[src/sv/pcrl_ram.sv]
// Generic single-clock RAM: one write port, one read port, registered read.
// Depends on nothing.
`default_nettype none

module pcrl_ram #(
  parameter int unsigned WIDTH = 8,
  parameter int unsigned DEPTH = 16
) (
  input  wire logic                     clk_i,
  input  wire logic                     we_i,
  input  wire logic [$clog2(DEPTH)-1:0] waddr_i,
  input  wire logic [WIDTH-1:0]         wdata_i,
  input  wire logic [$clog2(DEPTH)-1:0] raddr_i,
  output logic      [WIDTH-1:0]         rdata_o
);

  logic [WIDTH-1:0] mem_q [DEPTH];

  always_ff @(posedge clk_i) begin
    if (we_i) begin
      mem_q[waddr_i] <= wdata_i;
    end
    rdata_o <= mem_q[raddr_i];
  end

endmodule

`default_nettype wire

[config.mk]
export PLATFORM = sky130hd
export DESIGN_NAME = pcrl_ram
export DESIGN_NICKNAME = d
export VERILOG_FILES = /design/src/sv/pcrl_ram.sv
export SDC_FILE = /design/constraint.sdc
export NUM_CORES = 1
export LEC_CHECK = 0
export BUFFER_PORTS_ARGS = -buffer_cell sky130_fd_sc_hd__buf_2
export CAP_MARGIN = 20
export CORE_ASPECT_RATIO = 0.75
export CORE_MARGIN = 4
export CORE_UTILIZATION = 35
export DETAILED_ROUTE_END_ITERATION = 10
export GPL_ROUTABILITY_DRIVEN = 0
export PLACE_DENSITY = 0.64
export SYNTH_ARGS = -nofsm -noshare
export SYNTH_HDL_FRONTEND = slang
export SYNTH_SLANG_ARGS = --single-unit
[constraint.sdc]
create_clock -name clk_i -period 1.7 [get_ports clk_i]
set_clock_uncertainty 0.1 [all_clocks]
set_input_delay 0.085 -clock clk_i [delete_from_list [all_inputs] [get_ports clk_i]]
set_output_delay 0.085 -clock clk_i [all_outputs]
set_load 0.03 [all_outputs]
==> summary.md, run 1 <==
| Metric | Value |
|---|---|
| Status | `finished clean` |
| Cells after DPL | `around 470` |
| RSZ-0062 raised after global routing | `no` |
| Setup bufs post-CTS | `0` |
| Htree depth | `4` |
| ANT cells | `0` |
| Hold Path End | `mem_q[8][4]` |
| Num rows | `38` |
| Critical Path End Type | `flop` |
| Inserted Clock Buffers | `17` |
| Antenna violations before repair | `0` |
| Min Tclk post-route | `1440 ps` |
| Clock transition at path regs | `about 60 ps` |
| Via-per-instance ratio | `4.92` |
| Worst slew pin tran | `slightly above 400 ps` |
| Cell family with most CP delay | `multiplexers` |
| Synth unique cells | `19` |
| Largest net degree at the start of global routing | `21` |
| Cts hold-fix bufs | `8` |
| Detailed-route wire length | `roughly 10000 um` |
| Latest clock arrival within the worst-skew pair | `410 ps` |
| DIE AREA | `16700 um2` |
| Relative slew slack | `~73%` |
| Via count of the routed design | `2493` |
| Post-route insts no fill | `507` |
| Initial Util | `35.6%` |
| Port Buffer Count | `25` |
| Avg Inst Size Synth | `22.5 um2` |
| Final ANT Viol Nets | `0` |
| Mapped Cells | `229` |
| FMAX | `approximately 700 MHz` |
| Clk sink count | `136` |
| Reg-to-Reg Start | `mem_q[5][1]` |
| Net Count, Synth | `247` |
| CP max stage cell | `mux4_1` |
| Reg-to-reg endpoint | `rdata_o[1]` |
| CP Cell Sequence | `mux4_1 > a22oi_1 > nand2_1` |
| CP Class | `flop to flop` |
| Grt ovf | `0` |
| I/O pins | `26` |
| DRT Pass-1 Iters | `4` |
| Critical Path AT | `1620 ps` |
| GRT Total Usage | `13.2%` |
| Cells on worst reg2reg path | `3` |
| Slew Limit Fails | `0` |
| Register area share after synthesis | `about 78%` |
| CTS tree | `yes` |
| WHS Path Cells | `3` |
| Syn. warnings | `0` |
| Layout area overhead | `21.7%` |
| Post-route setup TNS | `0 ps` |
| Largest fanout on the critical path | `1` |
| Nets | `between 300 and 400` |
| Worst Setup Start Kind | `flop` |
| Final Hold Fails | `0` |
| Cell leakage power | `2.13 nW` |
| Final setup fails | `0` |
| Crit share post-route | `between 80% and 90%` |
| Core region area | `14500 um2` |
| Number of remaining DRC errors | `0` |
| Synth Cell Area | `roughly 5100 um2` |
| Number of synthesized register bits | `136` |
| HP Start | `waddr_i[1]` |
| Die H | `~110 um` |
| HPWL after DPL | `6830 um` |
| Critical path required time | `1890 ps` |
| First-pass GRT wire length | `15700 um` |
| Vias in the first global route | `2592` |
| Worst path bufs/invs | `0` |
| CP max stage delay | `550 ps` |
| Worst vdd ir | `0.743 mV` |
| Root Buffer | `clkbuf_16` |
| WL per Instance | `20.3 um` |
| Chip width | `148 um` |
| R2r setup slk | `260 ps` |
| Initial DRC Count | `244` |
| PD cells | `1200 nW/um2` |
| Layout cells sized above 1 | `30.3%` |
| Worst Hold Class | `input port to flop` |
| Total power | `7.51 mW` |
| Clk buf depth | `2` |
| Post-CTS sizing | `0` |
| Max-Cap Viols | `0` |
| Fill cells | `1282` |
==> how the worst max path moves through the flow <==
stage	from	end	slack (ps)	cells past startpoint
floorplan	waddr_i[2]	mem_q[0][0]	20	2
global placement	raddr_i[0]	rdata_o[1]	100	5
detailed placement	raddr_i[0]	rdata_o[1]	70	5
CTS	mem_q[5][1]	rdata_o[1]	210	3
global route	mem_q[5][3]	rdata_o[3]	180	3
finish	mem_q[5][1]	rdata_o[1]	260	3
==> flip-flops by register name, indices dropped and copies added, names as in the netlist <==
| signal | count |
|---|---|
| mem_q | 128 |
| rdata_o | 8 |
==> cells in the mapped netlist <==
library cell,count,area share (%)
a22oi_1,16,2.3
mux4_2,18,7.9
nand2_1,9,0.66
buf_2,3,0.29
edfxtp_1,128,75
nor3_1,4,0.39
nand3_1,1,0.097
buf_4,1,0.15
clkdlybuf4s25_2,3,0.58
buf_6,3,0.66
and2_1,1,0.12
nand3b_1,2,0.29
mux4_1,14,7.1
nor2b_1,1,0.12
or3b_2,1,0.17
dfxtp_1,8,3.1
and2b_1,1,0.15
nand2b_1,2,0.24
nor2_1,13,0.95
==> worst reg2reg max path, stage by stage, from the launching register on <==
cell and delay, ps:
edfxtp_1 370, mux4_1 550, a22oi_1 210, nand2_1 100
==> placed cells by master (no fill, tap or decap) <==
cell type        n
edfxtp_1       128
buf_2           25
buf_4           21
mux4_2          18
clkbuf_16       17
a22oi_1         16
mux4_1          14
nor2_1          13
nand2_1          9
dlygate4sd3_1    8
dfxtp_1          8
clkbuf_1         6
clkbuf_8         6
nor3_1           4
nand3b_1         2
nand2b_1         2
clkinv_2         2
buf_12           2
nor2b_1          1
and2_1           1
and2b_1          1
nand3_1          1
or3b_2           1
clkinvlp_4       1
==> power breakdown <==
part / leakage [nW] / internal [mW] / switching [mW] / total [mW]
Clock: 0.268 / 2.09 / 1.23 / 3.32
Sequential: 1.22 / 3.75 / 0.0287 / 3.78
Combinational: 0.634 / 0.168 / 0.237 / 0.405
==> cell type report <==
type                       instances  area [um2]  share of cell area [%]
clock inverter                     3        17.5                   0.280
clock buffer                      29         531                    8.47
tap                              200         250                    4.00
multi-input combinational         83        1060                    16.9
timing repair buffer              56         403                    6.43
sequential                       136        4000                    63.9
==> kinds of logic (layout without fill, tap and decap cells) <==
logic type	Yosys count	count (layout)	synth area share, %
muxes	32	32	15.0
and+or+nand+nor	35	35	3.18
AOI/OAI and AO/OA	16	16	2.33
buffers and inverters	10	88	1.68
DFF	136	136	77.8
==> through the flow <==
| step | utilization [%] | instance area [um2] | hold WS (ps) | worst slack (ps) |
|---|---|---|---|---|
| 2_1_floorplan | - | 5150 | 83.9 | 22.1 |
| 3_3_place_gp | 39.0 | 5630 | 371 | 102 |
| 3_5_place_dp | 39.0 | 5630 | 382 | 71.1 |
| 4_1_cts | 43.3 | 6260 | 102 | 212 |
| 5_1_grt | 43.3 | 6260 | 130 | 185 |
| 6_report | 43.3 | 6260 | 118 | 264 |
==> routing by layer <==
metal	global-route usage [%]	part of all wire, %	vias up
met5	0	0	-
met4	4.06	1.1	0
met3	3.88	5.7	16
met2	18.9	44	68
met1	19.7	49	1301
li1	-	-	1108
(Power assumes the default switching activity.)
==> run 2, diff against run 1 <==
ABC_AREA = 1   (was not set)
PLACE_DENSITY = 0.62   (was 0.64)
clock period = 1.4 ns   (was 1.7 ns; I/O delays follow)
==> summary.md, run 2 <==
| Metric | Value |
|---|---|
| Status | `finished clean (unchanged)` |
| HPWL after DPL | `8650 um (was 6830 um)` |
| Largest regs | `mem_q x128, rdata_o x8 (unchanged)` |
| Number of synthesized register bits | `136 (unchanged)` |
| Most frequent cell after synthesis | `nand2_1 (was edfxtp_1)` |
| Chip width | `156 um (was 148 um)` |
| Critical Path End Type | `primary output (was flop)` |
| Initial DRC Count | `417 (was 244)` |
| Grt ovf | `0 (unchanged)` |
| Ys async rst share | `0% (unchanged)` |
| Clock transition at path regs | `50 ps (was 60 ps)` |
| Via-per-instance ratio | `4.70 (was 4.92)` |
| Htree depth | `4 (unchanged)` |
| Worst slew pin tran | `376 ps (was 402 ps)` |
| Min Tclk post-route | `1200 ps` |
| Max reg flops | `128 (unchanged)` |
| Synth unique cells | `12 (was 19)` |
| Post-synth top flop | `edfxtp_1 (unchanged)` |
| Post-route setup TNS | `0 ps (unchanged)` |
| Layout cells sized above 1 | `12.5% (was 30.3%)` |
| Final Hold Fails | `0 (unchanged)` |
| Net Count, Synth | `569 (was 247)` |
| GRT Total Usage | `15.4% (was 13.2%)` |
| Relative slew slack | `74.9% (was 73.2%)` |
| Nets | `619 (was 312)` |
| Post-route insts no fill | `824 (was 507)` |
| Via count of the routed design | `3874 (was 2493)` |
| Core region area | `16100 um2 (was 14500 um2)` |
| Reg-to-Reg Start | `mem_q[11][5] (was mem_q[5][1])` |
| First-pass GRT wire length | `21700 um (was 15700 um)` |
| Cell family with most CP delay | `flip-flops (was multiplexers)` |
| RSZ-0062 raised after global routing | `no (unchanged)` |
| Root Buffer | `clkbuf_16 (unchanged)` |
| Most flops, register | `mem_q (unchanged)` |
| Worst Hold Class | `input port to flop (unchanged)` |
| Top cells by area, synth | `edfxtp_1, nand2_1, nand3_1 (was edfxtp_1, mux4_2, mux4_1)` |
| Die H | `119 um (was 113 um)` |
| CP max stage delay | `390 ps (was 550 ps)` |
| WP depth | `1 (was 3)` |
| Max-Cap Viols | `0 (unchanged)` |
| Layout area overhead | `18.9% (was 21.7%)` |
| Synth Cell Area | `5770 um2 (was 5150 um2)` |
| Worst vdd ir | `0.871 mV (was 0.743 mV)` |
| Synth top area share | `66.7% (was 74.7%)` |
| Post-CTS sizing | `0 (unchanged)` |
| Final ANT Viol Nets | `0 (unchanged)` |
| Antenna violations before repair | `0 (unchanged)` |
| Syn. warnings | `0 (unchanged)` |
| Avg Inst Size Synth | `10.5 um2 (was 22.5 um2)` |
| Synth area leader | `edfxtp_1 (unchanged)` |
| PD cells | `1400 nW/um2 (was 1200 nW/um2)` |
| Number of synthesized flops with an enable pin | `128 (unchanged)` |
| Mapped Cells | `551 (was 229)` |
| Clk sink count | `136 (unchanged)` |
| Fill cells | `1503 (was 1282)` |
| ANT cells | `0 (unchanged)` |
| CTS tree | `yes (unchanged)` |
| Crit share post-route | `85.7%` |
| Initial Util | `35.9% (was 35.6%)` |
| CP Cell Sequence | `buf_2 (was mux4_1 > a22oi_1 > nand2_1)` |
| CP max stage cell | `dfxtp_1 (was mux4_1)` |
| Port Buffer Count | `25 (unchanged)` |
| R2r setup slk | `240 ps (was 260 ps)` |
| Clk buf depth | `2 (unchanged)` |
| FMAX | `833 MHz` |
| Commonest non-fill, non-tap cell in the layout | `nand2_1 (was edfxtp_1)` |
| Cell leakage power | `2.97 nW (was 2.13 nW)` |
| Largest net degree at the start of global routing | `53 (was 21)` |
| Num rows | `40 (was 38)` |
| Critical Path AT | `1030 ps (was 1620 ps)` |
| Vias in the first global route | `3795 (was 2592)` |
| Slew Limit Fails | `0 (unchanged)` |
| Worst setup path endpoint | `rdata_o[4] (was rdata_o[1])` |
| DRT Pass-1 Iters | `5 (was 4)` |
| Latest clock arrival within the worst-skew pair | `410 ps (about the same)` |
| I/O pins | `26 (unchanged)` |
| Largest fanout on the critical path | `1 (unchanged)` |
| Top cells by count, synth | `nand2_1, edfxtp_1, inv_1, nand3_1, nor2_1 (was edfxtp_1, mux4_2, a22oi_1, mux4_1, nor2_1)` |
| Register area share after synthesis | `69.4% (was 77.8%)` |
| WL per Instance | `16.7 um (was 20.3 um)` |
| Reg-to-reg endpoint | `rdata_o[5] (was rdata_o[1])` |
| Critical path required time | `1230 ps (was 1890 ps)` |
| Detailed-route wire length | `13800 um (was 10300 um)` |
| CP Class | `flop to primary output (was flop to flop)` |
| Critical path origin | `rdata_o[4] (was mem_q[5][1])` |
| Cells after DPL | `787 (was 467)` |
| Final setup fails | `0 (unchanged)` |
| Number of remaining DRC errors | `0 (unchanged)` |
| Worst Setup Start Kind | `flop (unchanged)` |
| Most frequent cells in the layout | `nand2_1, edfxtp_1, inv_1, nand3_1, buf_2 (was edfxtp_1, buf_2, buf_4, mux4_2, clkbuf_16)` |
| DIE AREA | `18600 um2 (was 16700 um2)` |
| Cells on worst reg2reg path | `6 (was 3)` |
| Worst path bufs/invs | `1 (was 0)` |
| Inserted Clock Buffers | `17 (unchanged)` |
run 2: layout make-up:
| class | instances | area [um2] | share of cell area [%] |
|---|---|---|---|
| sequential | 136 | 4000 | 58.4 |
| clock buffer | 20 | 437 | 6.37 |
| timing repair buffer | 55 | 425 | 6.20 |
| multi-input combinational | 289 | 1210 | 17.7 |
| tap | 210 | 263 | 3.83 |
| clock inverter | 12 | 133 | 1.93 |
| inverter | 102 | 383 | 5.58 |
run 2: per-layer routing:
| layer | GRT usage [%] | wire, um |
|---|---|---|
| met5 | 0 | 0 |
| met2 | 21.8 | 5830 |
| met4 | 3.90 | 165 |
| met3 | 3.52 | 1080 |
| met1 | 23.8 | 6690 |
run 2: how the worst min path moves through the flow:
stage,cells after the start,endpoint,from,slack [ps]
floorplan,0,mem_q[0][0],wdata_i[0],70
global placement,3,rdata_o[2],raddr_i[3],360
detailed placement,3,rdata_o[2],raddr_i[3],360
CTS,1,mem_q[6][7],wdata_i[7],1
global route,1,mem_q[3][0],wdata_i[0],4
finish,1,mem_q[0][5],wdata_i[5],8
run 2: cells by family after synthesis:
group | share of synthesized area [%]
buf+inv | 9.52
flops | 69.4
simple gates | 21.0
run 2: metrics by stage:
stage	hold slack [ps]	total power, mW	area, um2	util, %	setup WS (ps)
final	8.09	9.57	6860	42.7	200
after global routing	3.67	9.88	6860	42.7	172
after CTS	0.999	9.63	6860	42.7	190
after detailed placement	359	5.31	6240	38.8	115
after global placement	359	5.30	6240	38.8	122
after floorplan	68.9	5.03	5770	-	279
run 2: repair_timing:
item,4_1_cts,5_1_grt
hold buffers,5,0
hold endpoints to repair,60,0
setup buffers,0,0
run 2: power by group:
group          leakage (nW)  internal [mW]  switching [mW]  total [mW]
clock network         0.277           2.76            1.58        4.34
registers              1.22           4.55          0.0332        4.59
logic                  1.46          0.195           0.452       0.646
total                  2.97           7.51            2.06        9.57
==> run 3, diff against run 2 <==
==> constraint.sdc (replaced) <==
create_clock -name clk_i -period 1.4 [get_ports clk_i]
set_clock_uncertainty 0.1 [all_clocks]
set_input_delay 0.14 -clock clk_i [delete_from_list [all_inputs] [get_ports clk_i]]
set_output_delay 0.14 -clock clk_i [all_outputs]
set_load 0.03 [all_outputs]
==> summary.md, run 3 (same netlist as run 2, synthesis figures left out) <==
| Metric | Value |
|---|---|
| Die H | `119 um (unchanged)` |
| PD cells | `1360 nW/um2 (was 1400 nW/um2)` |
| Root Buffer | `clkbuf_16 (unchanged)` |
| Hold Slack | `39.9 ps (was 8.09 ps)` |
| R2r setup slk | `210 ps (was 240 ps)` |
| Num rows | `40 (unchanged)` |
| Htree depth | `4 (unchanged)` |
| Placed cell area | `6290 um2 (was 6240 um2)` |
| I/O pins | `26 (unchanged)` |
| Reg-to-reg endpoint | `rdata_o[5] (unchanged)` |
| Vias in the first global route | `3707 (was 3795)` |
| Total power | `9.31 mW (was 9.57 mW)` |
| Clk buf depth | `2 (unchanged)` |
| Reg-to-Reg Start | `mem_q[10][5] (was mem_q[11][5])` |
| Layout cells sized above 1 | `14.0% (was 12.5%)` |
| Crit share post-route | `90.3% (was 85.7%)` |
| Clock transition at path regs | `60 ps (was 50 ps)` |
| RSZ-0062 raised after global routing | `no (unchanged)` |
| CTS tree | `yes (unchanged)` |
| Clk sink count | `136 (unchanged)` |
| Largest net degree at the start of global routing | `41 (was 53)` |
| GRT Total Usage | `15.5% (was 15.4%)` |
| First-pass GRT wire length | `21600 um (was 21700 um)` |
| Max reg flops | `128 (unchanged)` |
| Chip width | `156 um (unchanged)` |
| Fill cells | `1503 (unchanged)` |
| Critical Path End Type | `primary output (unchanged)` |
| Commonest non-fill, non-tap cell in the layout | `nand2_1 (unchanged)` |
| Via count of the routed design | `3901 (was 3874)` |
| Critical path required time | `1160 ps (was 1230 ps)` |
| Detailed-route wire length | `13800 um (about the same)` |
| Core region area | `16100 um2 (unchanged)` |
| WL per Instance | `16.7 um (about the same)` |
| Min Tclk post-route | `1260 ps (was 1200 ps)` |
| Final setup fails | `0 (unchanged)` |
| FMAX | `791 MHz (was 833 MHz)` |
| Setup bufs post-CTS | `0 (unchanged)` |
| Via-per-instance ratio | `4.74 (was 4.70)` |
| Worst slew pin tran | `385 ps (was 376 ps)` |
| Most frequent cells in the layout | `nand2_1, edfxtp_1, inv_1, nand3_1, buf_2 (unchanged)` |
| CP max stage cell | `dfxtp_1 (unchanged)` |
| Layout area overhead | `18.6% (was 18.9%)` |
| CP max stage delay | `380 ps (was 390 ps)` |
| Critical Path AT | `1020 ps (was 1030 ps)` |
| Final ANT Viol Nets | `0 (unchanged)` |
| HPWL after DPL | `8810 um (was 8650 um)` |
| Worst Hold Class | `input port to flop (unchanged)` |
| Hold Path End | `mem_q[0][0] (was mem_q[0][5])` |
| Post-route setup TNS | `0 ps (unchanged)` |
| Worst slack, placed | `24.1 ps (was 115 ps)` |
| Worst path bufs/invs | `1 (unchanged)` |
| FF/Latch Area | `4000 um2 (unchanged)` |
| CP Class | `flop to primary output (unchanged)` |
| Port Buffer Count | `25 (unchanged)` |
| Number of remaining DRC errors | `0 (unchanged)` |
| Worst vdd ir | `1.05 mV (was 0.871 mV)` |
| HP Start | `wdata_i[0] (was wdata_i[5])` |
| Cells on worst reg2reg path | `6 (unchanged)` |
| Relative slew slack | `74.3% (was 74.9%)` |
| WHS Path Cells | `1 (unchanged)` |
| Cell family with most CP delay | `flip-flops (unchanged)` |
| ANT cells | `0 (unchanged)` |
| Worst Setup Start Kind | `flop (unchanged)` |
| Cell leakage power | `2.95 nW (was 2.97 nW)` |
| CP Cell Sequence | `buf_2 (unchanged)` |
| Antenna violations before repair | `0 (unchanged)` |
| Nets | `618 (was 619)` |
| Most flops, register | `mem_q (unchanged)` |
| Max-Cap Viols | `0 (unchanged)` |
| Initial Util | `35.9% (unchanged)` |
| Final Hold Fails | `0 (unchanged)` |
| Latest clock arrival within the worst-skew pair | `420 ps (was 410 ps)` |
| Slew Limit Fails | `0 (unchanged)` |
| DIE AREA | `18600 um2 (unchanged)` |
| DRT Pass-1 Iters | `5 (unchanged)` |
| Setup ws final | `136 ps (was 200 ps)` |
| Final Cell Area | `6840 um2 (was 6860 um2)` |
| Area of the multi-input gates | `1210 um2 (unchanged)` |
| Grt ovf | `0 (unchanged)` |
| Status | `finished clean (unchanged)` |
| Largest fanout on the critical path | `1 (unchanged)` |
| Largest regs | `mem_q x128, rdata_o x8 (unchanged)` |
| Initial DRC Count | `368 (was 417)` |
| Inserted Clock Buffers | `17 (unchanged)` |
run 3: cell count changes in the layout (fill, tap and decap cells not counted), moves of 4 or more:
| cell | change |
|---|---|
| clkinv_4 | +5 |
| clkinv_2 | -4 |
| clkinvlp_4 | +4 |
| dlygate4sd3_1 | -4 |
| inv_6 | +4 |
run 3: report_power, final:
part	switching (mW)	internal, mW
Sequential	0.0301	4.55
Clock	1.79	2.28
Combinational	0.452	0.201
run 3: layer usage:
| layer | share of wire (%) | up-vias | global-route usage (%) |
|---|---|---|---|
| met1 | 50 | 1898 | 23.9 |
| met4 | 1.1 | 0 | 4.61 |
| met2 | 43 | 111 | 21.4 |
| met5 | 0 | - | 0 |
| li1 | - | 1881 | - |
| met3 | 5.5 | 11 | 3.85 |
run 3: worst max path at each step:
| stage | from | endpoint | slack, ps | cells past startpoint |
|---|---|---|---|---|
| after floorplan | waddr_i[2] | mem_q[10][0] | 210 | 2 |
| after global placement | raddr_i[0] | rdata_o[7] | 70 | 8 |
| after detailed placement | raddr_i[0] | rdata_o[7] | 20 | 8 |
| after CTS | rdata_o[3] | rdata_o[3] | 120 | 1 |
| after global routing | rdata_o[3] | rdata_o[3] | 90 | 1 |
| final | rdata_o[3] | rdata_o[3] | 140 | 1 |
run 3: stage by stage:
stage,util [%],cells
2_1_floorplan,-,551
3_3_place_gp,39.1,790
3_5_place_dp,39.1,790
4_1_cts,42.6,823
5_1_grt,42.6,823
6_report,42.6,823
run 3: what timing repair did:
item / CTS / global route
resized for setup: 0 / 0
hold buffers: 1 / 0
hold endpoints to repair: 3 / 0
run 3: worst register-to-register path, delay by kind of cell (launching register included):
kind                   cells  cell delay, ps
buffers and inverters      1              80
and+or+nand+nor            5             520
DFF                        1             370
run 3: cell type report:
cell class | count | share of cell area [%]
multi-input combinational | 289 | 17.7
clock inverter | 15 | 1.76
inverter | 102 | 5.60
sequential | 136 | 58.5
tap | 210 | 3.84
timing repair buffer | 54 | 6.33
clock buffer | 17 | 6.22
